`src/rtl/tks_pkg.sv`:
```
`timescale 1ns / 1ps
package tks_pkg;

  localparam int MAX_KEY_WORDS = 8;
  localparam int SUBKEY_PAIRS = 20;
  localparam logic [31:0] RHO = 32'h0101_0101;
  localparam logic [8:0] MDS_POLY = 9'h169;
  localparam logic [8:0] RS_POLY = 9'h14D;

  typedef struct packed {
    logic load;
    logic start;
    logic step_h;
    logic step_rs;
    logic sel_odd;
    logic [4:0] pair;
    logic [1:0] group;
  } tks_cmd_t;

  function automatic logic [3:0] ror4(input logic [3:0] v);
    return {v[0], v[3:1]};
  endfunction

  function automatic logic [3:0] qt(input logic w, input logic [1:0] t, input logic [3:0] x);
    logic [63:0] row;
    unique case ({w, t})
      3'd0: row = 64'h8_1_7_D_6_F_3_2_0_B_5_9_E_C_A_4;
      3'd1: row = 64'hE_C_B_8_1_2_3_5_F_4_A_6_7_0_9_D;
      3'd2: row = 64'hB_A_5_E_6_D_9_0_C_8_F_3_2_4_7_1;
      3'd3: row = 64'hD_7_F_4_1_2_6_E_9_B_3_0_8_5_C_A;
      3'd4: row = 64'h2_8_B_D_F_7_6_E_3_1_9_4_0_A_C_5;
      3'd5: row = 64'h1_E_2_B_4_C_3_7_6_D_A_5_F_9_0_8;
      3'd6: row = 64'h4_C_7_5_1_6_9_A_0_E_D_8_2_B_3_F;
      default: row = 64'hB_9_5_1_C_3_D_E_6_4_7_F_2_0_8_A;
    endcase
    return row[63 - 4 * x -: 4];
  endfunction

  function automatic logic [7:0] qperm(input logic w, input logic [7:0] x);
    logic [3:0] a, b, a1, b1, a2, b2, a3, b3;
    a = x[7:4];
    b = x[3:0];
    a1 = a ^ b;
    b1 = a ^ ror4(b) ^ {a[0], 3'b000};
    a2 = qt(w, 2'd0, a1);
    b2 = qt(w, 2'd1, b1);
    a3 = a2 ^ b2;
    b3 = a2 ^ ror4(b2) ^ {a2[0], 3'b000};
    return {qt(w, 2'd3, b3), qt(w, 2'd2, a3)};
  endfunction

  function automatic logic [7:0] gf_mul(input logic [7:0] a_in, input logic [7:0] b,
                                        input logic [8:0] poly);
    logic [8:0] a;
    logic [7:0] r;
    a = {1'b0, a_in};
    r = '0;
    for (int i = 0; i < 8; i++) begin
      if (b[i]) r = r ^ a[7:0];
      a = {a[7:0], 1'b0};
      if (a[8]) a = a ^ poly;
    end
    return r;
  endfunction

endpackage

```
`src/rtl/tks_ctrl.sv`:
```
`timescale 1ns / 1ps
module tks_ctrl (
  input  logic clk,
  input  logic rst,
  input  logic in_acc,
  input  logic cfg_we,
  input  logic [2:0] k,
  input  logic out_free,
  output tks_pkg::tks_cmd_t cmd,
  output logic busy
);
  import tks_pkg::*;

  typedef enum logic [2:0] {IDLE, RS, H0, H1, EMIT} state_t;
  state_t state;
  logic [3:0] words_loaded;
  logic [4:0] pair;
  logic [1:0] group;
  logic [1:0] cyc;

  assign busy = state != IDLE;

  always_comb begin
    cmd = '0;
    cmd.load = in_acc;
    cmd.pair = pair;
    cmd.group = group;
    cmd.start = in_acc && ({words_loaded + 4'd1} == {k, 1'b0});
    cmd.step_rs = state == RS;
    cmd.step_h = state == H0 || state == H1;
    cmd.sel_odd = state == H1;
  end

  always_ff @(posedge clk) begin
    if (rst) begin
      state <= IDLE;
      words_loaded <= '0;
      pair <= '0;
      group <= '0;
      cyc <= '0;
    end else begin
      unique case (state)
        IDLE: begin
          if (cmd.start) begin
            state <= RS;
            group <= '0;
            pair <= '0;
          end
          if (cfg_we || cmd.start) words_loaded <= '0;
          else if (in_acc) words_loaded <= words_loaded + 4'd1;
        end
        RS: begin
          if ({1'b0, group} == k - 3'd1) state <= H0;
          group <= group + 2'd1;
        end
        H0: state <= H1;
        H1: state <= EMIT;
        EMIT: begin
          if (out_free) begin
            if (cyc == 2'd1) begin
              cyc <= '0;
              if (pair == 5'(SUBKEY_PAIRS - 1)) state <= IDLE;
              else begin
                pair <= pair + 5'd1;
                state <= H0;
              end
            end else begin
              cyc <= cyc + 2'd1;
            end
          end
        end
        default: state <= IDLE;
      endcase
    end
  end
endmodule

```
`src/rtl/tks_dp.sv`:
```
`timescale 1ns / 1ps
module tks_dp (
  input  logic clk,
  input  tks_pkg::tks_cmd_t cmd,
  input  logic [31:0] key_word,
  input  logic [3:0] load_idx,
  input  logic [2:0] k,
  input  logic sub_phase,
  output logic [31:0] sub_word,
  output logic [31:0] sbox_word [4]
);
  import tks_pkg::*;

  logic [31:0] key_store [MAX_KEY_WORDS];
  logic [31:0] a_reg, b_reg;
  localparam logic [7:0] RSM [4][8] = '{
    '{8'h01, 8'hA4, 8'h55, 8'h87, 8'h5A, 8'h58, 8'hDB, 8'h9E},
    '{8'hA4, 8'h56, 8'h82, 8'hF3, 8'h1E, 8'hC6, 8'h68, 8'hE5},
    '{8'h02, 8'hA1, 8'hFC, 8'hC1, 8'h47, 8'hAE, 8'h3D, 8'h19},
    '{8'hA4, 8'h55, 8'h87, 8'h5A, 8'h58, 8'hDB, 8'h9E, 8'h03}};

  logic [31:0] l [4];
  logic [7:0] x, y [4];
  logic [31:0] hval, rsval;
  logic [31:0] sum1, sum2;

  always_comb begin
    for (int i = 0; i < 4; i++) l[i] = key_store[3'(2 * i + (cmd.sel_odd ? 1 : 0))];
    x = {2'b00, cmd.pair, cmd.sel_odd};
    for (int j = 0; j < 4; j++) y[j] = x;
    if (k >= 3'd4) begin
      y[0] = qperm(1'b1, y[0]) ^ l[3][7:0];
      y[1] = qperm(1'b0, y[1]) ^ l[3][15:8];
      y[2] = qperm(1'b0, y[2]) ^ l[3][23:16];
      y[3] = qperm(1'b1, y[3]) ^ l[3][31:24];
    end
    if (k >= 3'd3) begin
      y[0] = qperm(1'b1, y[0]) ^ l[2][7:0];
      y[1] = qperm(1'b1, y[1]) ^ l[2][15:8];
      y[2] = qperm(1'b0, y[2]) ^ l[2][23:16];
      y[3] = qperm(1'b0, y[3]) ^ l[2][31:24];
    end
    y[0] = qperm(1'b1, qperm(1'b0, qperm(1'b0, y[0]) ^ l[1][7:0]) ^ l[0][7:0]);
    y[1] = qperm(1'b0, qperm(1'b0, qperm(1'b1, y[1]) ^ l[1][15:8]) ^ l[0][15:8]);
    y[2] = qperm(1'b1, qperm(1'b1, qperm(1'b0, y[2]) ^ l[1][23:16]) ^ l[0][23:16]);
    y[3] = qperm(1'b0, qperm(1'b1, qperm(1'b1, y[3]) ^ l[1][31:24]) ^ l[0][31:24]);
    hval[7:0] = y[0] ^ gf_mul(8'hEF, y[1], MDS_POLY) ^ gf_mul(8'h5B, y[2], MDS_POLY)
              ^ gf_mul(8'h5B, y[3], MDS_POLY);
    hval[15:8] = gf_mul(8'h5B, y[0], MDS_POLY) ^ gf_mul(8'hEF, y[1], MDS_POLY)
               ^ gf_mul(8'hEF, y[2], MDS_POLY) ^ y[3];
    hval[23:16] = gf_mul(8'hEF, y[0], MDS_POLY) ^ gf_mul(8'h5B, y[1], MDS_POLY)
                ^ y[2] ^ gf_mul(8'hEF, y[3], MDS_POLY);
    hval[31:24] = gf_mul(8'hEF, y[0], MDS_POLY) ^ y[1]
                ^ gf_mul(8'hEF, y[2], MDS_POLY) ^ gf_mul(8'h5B, y[3], MDS_POLY);
    for (int i = 0; i < 4; i++) begin
      rsval[8 * i +: 8] = '0;
      for (int j = 0; j < 8; j++)
        rsval[8 * i +: 8] = rsval[8 * i +: 8]
          ^ gf_mul(RSM[i][j], key_store[{cmd.group, j[2]}][8 * j[1:0] +: 8], RS_POLY);
    end
    sum1 = a_reg + b_reg;
    sum2 = a_reg + {b_reg[30:0], 1'b0};
    sub_word = sub_phase ? {sum2[22:0], sum2[31:23]} : sum1;
  end

  always_ff @(posedge clk) begin
    if (cmd.load) key_store[load_idx[2:0]] <= key_word;
    if (cmd.step_rs) sbox_word[2'(k - 3'd1 - {1'b0, cmd.group})] <= rsval;
    if (cmd.step_h && !cmd.sel_odd) a_reg <= hval;
    if (cmd.step_h && cmd.sel_odd) b_reg <= {hval[23:0], hval[31:24]};
  end
endmodule

```
`src/rtl/twofish_key_schedule.sv`:
```
`timescale 1ns / 1ps
// channel  | dir | tdata                       | tuser                 | tlast
// s_axis   | in  | key_word[31:0]              | -                     | -
// m_axis   | out | out_word[31:0]              | word_kind, word_index | last_word
// cfg      | in  | key_word_pairs[2:0] (cfg_we)| -                     | -
// one key word item per cycle while idle; the final word starts the rs steps for
// the k sbox words, then per subkey pair two h evaluations and two items out,
// then k sbox items: s_axis is held off until the last sbox item is issued
// rst clears control state; a stalled m_axis holds the item and the run waits
module twofish_key_schedule (
  input  logic clk,
  input  logic rst,
  input  logic cfg_we,
  input  logic [2:0] cfg_data,
  input  logic s_axis_tvalid,
  output logic s_axis_tready,
  input  logic [31:0] s_axis_tdata,   // key_word
  output logic m_axis_tvalid,
  input  logic m_axis_tready,
  output logic [31:0] m_axis_tdata,   // out_word
  output logic [6:0] m_axis_tuser,    // word_kind, word_index
  output logic m_axis_tlast
);
  import tks_pkg::*;

  logic [2:0] kreg, k;
  logic [3:0] widx;
  logic in_acc, busy, out_free;
  tks_cmd_t cmd;
  logic [31:0] sub_word;
  logic [31:0] sbox_word [4];
  logic [1:0] phase;
  logic sb_mode;
  logic [1:0] sb_i;
  logic emit_now;

  assign k = (kreg < 3'd2) ? 3'd2 : (kreg > 3'd4) ? 3'd4 : kreg;
  assign s_axis_tready = !busy && !sb_mode;
  assign in_acc = s_axis_tvalid && s_axis_tready;
  assign out_free = !m_axis_tvalid || m_axis_tready;
  assign emit_now = busy && out_free && phase != 2'd0;

  always_ff @(posedge clk) begin
    if (rst) begin
      kreg <= 3'd2;
      widx <= '0;
      m_axis_tvalid <= 1'b0;
      phase <= '0;
      sb_mode <= 1'b0;
      sb_i <= '0;
    end else begin
      if (cfg_we) kreg <= cfg_data;
      if (cfg_we) widx <= '0;
      else if (in_acc) widx <= cmd.start ? 4'd0 : widx + 4'd1;
      if (emit_now || (sb_mode && out_free)) m_axis_tvalid <= 1'b1;
      else if (m_axis_tready) m_axis_tvalid <= 1'b0;
      if (cmd.step_h && cmd.sel_odd) phase <= 2'd1;
      if (emit_now) begin
        m_axis_tdata <= sub_word;
        m_axis_tuser <= {cmd.pair, phase[1], 1'b0};
        m_axis_tlast <= 1'b0;
        phase <= (phase == 2'd1) ? 2'd2 : 2'd0;
        if (phase == 2'd2 && cmd.pair == 5'(SUBKEY_PAIRS - 1)) begin
          sb_mode <= 1'b1;
          sb_i <= '0;
        end
      end
      if (sb_mode && out_free) begin
        m_axis_tdata <= sbox_word[sb_i];
        m_axis_tuser <= {4'd0, sb_i, 1'b1};
        m_axis_tlast <= {1'b0, sb_i} == k - 3'd1;
        sb_i <= sb_i + 2'd1;
        if ({1'b0, sb_i} == k - 3'd1) sb_mode <= 1'b0;
      end
    end
  end

  tks_ctrl u_ctrl (
    .clk(clk), .rst(rst), .in_acc(in_acc), .cfg_we(cfg_we), .k(k),
    .out_free(emit_now), .cmd(cmd), .busy(busy)
  );

  tks_dp u_dp (
    .clk(clk), .cmd(cmd), .key_word(s_axis_tdata), .load_idx(widx), .k(k),
    .sub_phase(phase[1]), .sub_word(sub_word), .sbox_word(sbox_word)
  );
endmodule

```
`config.mk`:
```
export PLATFORM = sky130hd
export DESIGN_NAME = twofish_key_schedule
export DESIGN_NICKNAME = d
export VERILOG_FILES = /design/src/rtl/tks_pkg.sv /design/src/rtl/tks_ctrl.sv /design/src/rtl/tks_dp.sv /design/src/rtl/twofish_key_schedule.sv
export SDC_FILE = /design/constraint.sdc
export NUM_CORES = 2
export LEC_CHECK = 0
export BUFFER_PORTS_ARGS = -buffer_cell sky130_fd_sc_hd__buf_2
export CAP_MARGIN = 20
export CORE_UTILIZATION = 50
export DETAILED_ROUTE_END_ITERATION = 8
export PLACE_DENSITY_LB_ADDON = 0.05
export SYNTH_ARGS = -nofsm -noshare
export SYNTH_HDL_FRONTEND = slang
export SYNTH_HIERARCHICAL = 1
export SYNTH_SLANG_ARGS = --single-unit
```
`constraint.sdc`:
```
create_clock -name clk -period 23.9 [get_ports clk]
set_clock_uncertainty 0.05 [all_clocks]
set_input_delay 2.39 -clock clk [delete_from_list [all_inputs] [get_ports clk]]
set_output_delay 2.39 -clock clk [all_outputs]
set_load 0.005 [all_outputs]
```
Word level (Yosys, flattened, before mapping)
Memories as Yosys holds them, arrays and structs flattened. A register that Yosys moved wholly into a read port is not among the register bits. Cells that the tools add are included.

Flip-flop bits (word level): 261. RAM bits: 256. Bits of input ports: 40. Output and inout bits: 42. Word-level logic and storage cells: 1054. Memories: 1.

Add/subtract/negate cells: 83. Order comparisons: 7. Equal/unequal tests: 16. Shift-type cells: 72. Mux-type cells: 381. Bitwise logic cells: 437. Reductions and logical operators: 36.

Memory list: u_dp.key_store (depth 8, width 32, rd ports 6, clocked after memory_dff 2, wr ports 1, line tks_dp.sv:14) `logic [31:0] key_store [MAX_KEY_WORDS];`.

Operators by type and width (number): $shiftx 67x33->4 const A (48); $shiftx 67x33->4 (24); $mux 8 (134); $mux 64 (16); $mux 7 (78); $sub 6x6->7 const A (70); $xor 8x8->8 (56); $xor 4x4->4 (103); $mux 32 (8); $not 3->3 (83); $mux 6 (38); $not 4->4 (47); $mux 5 (30); $not 6->6 (25); $not 5->5 (27); $bwmux 128 (1); $not 2->2 (50); $mux 4 (22); $mux 3 (25); $add 32x32->32 (2); $bmux 32 s2 (1); $demux 32 s2 (1); $not 7->7 (6); $not 3->4 (8); 43 further kinds (129).

Depth between registers and ports, before layout
Depth after elaboration: 65. Depth in mapped cells: 76. Depth with buffers taken out: 73.

Hierarchy
Netlist, hierarchy kept.

By module, submodules not included: tks_dp (instances 1, cells each 4448, area each 47202.8 um2, seq. area each 13452.9 um2); twofish_key_schedule (instances 1, cells each 203, area each 3061.7 um2, seq. area each 1461.4 um2); tks_ctrl (instances 1, cells each 124, area each 1057.3 um2, seq. area each 320.3 um2).

Worst setup path after synthesis
OpenSTA, ideal clock, no wires.

Path kind: reg-to-reg. Start: register u_ctrl.state[2]. End: register u_dp.a_reg[10] (data pin). Library setup time: 0.271 ns. Arrival: 14.673 ns. Required time: 23.579 ns. Slack: 8.905 ns. Stages on the path, launching flop included: 65. Buffers on the path: 4. Clock period less this slack: 14.995 ns. Cell sequence: dfxtp_1 buf_4 nor2b_1 and2_1 xor2_2 inv_2 buf_6 ha_1 o21ai_0 o31ai_1 or4_1 and2_1 buf_2 nor3_2 or3_1 a211oi_1 nor4_1 and2_1 [... 29 more ...] inv_2 ha_1 a21boi_1 o31ai_1 xor2_1 xor2_1 inv_1 ha_1 mux4_2 xor2_1 inv_2 ha_1 mux2_2 mux2_2 xnor2_2 xnor2_1 xnor2_1 xnor3_1.

RTL lines: start: declaration (line tks_ctrl.sv:15) `state_t state;`; start signal: assignment (line tks_ctrl.sv:36) `state <= IDLE;`; start signal: assignment (line tks_ctrl.sv:45) `state <= RS;`; start signal: assignment (line tks_ctrl.sv:53) `if ({1'b0, group} == k - 3'd1) state <= H0;`; end signal: assignment (line tks_dp.sv:69) `if (cmd.step_h && !cmd.sel_odd) a_reg <= hval;`; end: declaration (line tks_dp.sv:15) `logic [31:0] a_reg, b_reg;`.

==> flow_summary.json <==
{
  "largest_register_ffs": 256,
  "cts_resized": 0,
  "coreArea_mm2": 0.102,
  "grtUsageTotal": 0.281,
  "maxCapViolations": 0,
  "crit_slowest_cell": "o211ai_1",
  "cts-root-buf": "clkbuf_16",
  "top_usage_layer": "met2",
  "drt_iter0_markers": 2944,
  "min_period_ns": 18.69,
  "drive_above_1_share": 0.153,
  "slowest_delay_ns": 0.72,
  "drc": 0,
  "firstDrtPassIters": 6,
  "h-tree-depth": 2,
  "max_freq_ghz": 0.0535,
  "rr_endpoint": "u_dp/a_reg[10]",
  "dieArea_mm2": 0.104,
  "path_max_fanout": 28,
  "grt_overflow_total": 0,
  "final_cell_mix": "xnor2_1 (658), edfxtp_1 (488), ha_1 (320)",
  "netlist_area_mm2": 0.0513,
  "hp-class": "reg2reg",
  "cts_tree": "done",
  "io_pins": 82,
  "fillCellCount": 9022,
  "clockBufferDepth": 3,
  "critPathBufInv": 8,
  "startpoint": "u_ctrl/state[1]",
  "crit_top_cell": "ha_1",
  "port-buffer-count": 81,
  "initial_utilization": 0.504,
  "tns_ns": 0,
  "cp-start-kind": "flop",
  "path_clk_slew_ns": 0.06,
  "synth_area_per_cell_um2": 10.8,
  "worstSetupPathType": "reg2reg",
  "clock-sinks": 516,
  "reg2reg_slack_ns": 5.21,
  "yosys_warnings": 6,
  "tightest_slew_ns": 1.00,
  "cp.required_ns": 24.19,
  "slew_violations": 0,
  "fin_util": 0.536,
  "final_common_cell": "xnor2_1",
  "rsz0062_at_grt": "no",
  "ant_nets": 0,
  "grt_start_max_net_pins": 66,
  "wl_per_cell_um": 23.8,
  "post_drt_via_cell_ratio": 5.93,
  "gp_congestion": 0.967,
  "reg2reg_from": "u_ctrl/state[1]",
  "reg2reg_depth": 57,
  "fin_cells": 6205,
  "cp_data_arrival_time_ns": 18.98,
  "die_h_um": 322,
  "cp_top_family": "compound AO/OA/AOI/OAI gates",
  "endpoint_kind": "flop",
  "met1_usage": 0.383,
  "finalCritPeriodShare": 0.782,
  "hold_viol_final": 0,
  "grt_pass1_wl_mm": 221,
  "area_delta_synth_final_pct": 6.39,
  "synthCells": 4769,
  "holdWs_ns": 0.450,
  "seq_area_mm2": 0.0152,
  "vias": 36821,
  "hold_end": "u_ctrl/cyc[1]",
  "grt_pass1_vias": 34970,
  "post-cts-setup-buffers": 0,
  "grtUsageMet3": 0.0296,
  "cts_buffers": 54,
  "min_from": "u_ctrl/cyc[1]",
  "relSlewSlack": 0.312,
  "whs_path_depth": 1,
  "setup_viol": 0,
  "multi_input_area_mm2": 0.0341,
  "clk_latency_ns": 0.62,
  "antenna_found_initial": 14,
  "syn-num-nets": 5131,
  "final_nets": 5154,
  "grt_use_met2": 0.469,
  "rows": 117,
  "wl_mm": 148,
  "dpl.hpwl_mm": 117,
  "dp.cells": 6101,
  "hold_buffers": 0,
  "status": "finished, final reports clean",
  "die_width_um": 322
}
## metal layers
metal,wire length [um],part of all wire,up-vias
met1,65900,0.45,18011
met3,7300,0.049,190
met2,69600,0.47,931
met5,112,0.00076,-
li1,-,-,17673
met4,4590,0.031,16
## how the worst max path moves through the flow
stage          slack [ns]             end  cells past startpoint
6_report             5.21  u_dp/a_reg[10]                     57
5_1_grt              3.85   u_dp/a_reg[3]                     61
4_1_cts              5.44   u_dp/a_reg[3]                     56
3_5_place_dp         5.57  u_dp/b_reg[11]                     56
3_3_place_gp         5.60  u_dp/a_reg[10]                     56
2_1_floorplan        8.91  u_dp/a_reg[10]                     64
## cell type report
| class | instances | area share |
|---|---|---|
| antenna | 3 | 0.000138 |
| clock buffer | 59 | 0.0251 |
| tap | 1368 | 0.0314 |
| multi-input combinational | 3813 | 0.624 |
| clock inverter | 39 | 0.00647 |
| timing repair buffer | 122 | 0.0137 |
| sequential | 516 | 0.279 |
| inverter | 285 | 0.0197 |
## per-stage QoR
| step | setup WS [ns] | area (um^2) |
|---|---|---|
| 5_1_grt | 3.85 | 54500 |
| 3_3_place_gp | 5.60 | 52800 |
| 2_1_floorplan | 8.91 | 51300 |
| 4_1_cts | 5.44 | 54500 |
| 6_report | 5.21 | 54600 |
| 3_5_place_dp | 5.57 | 52800 |
Power is left out: the tool's default activity adds up to more than one toggle a clock period on the data nets, which glitch-free logic cannot reach.
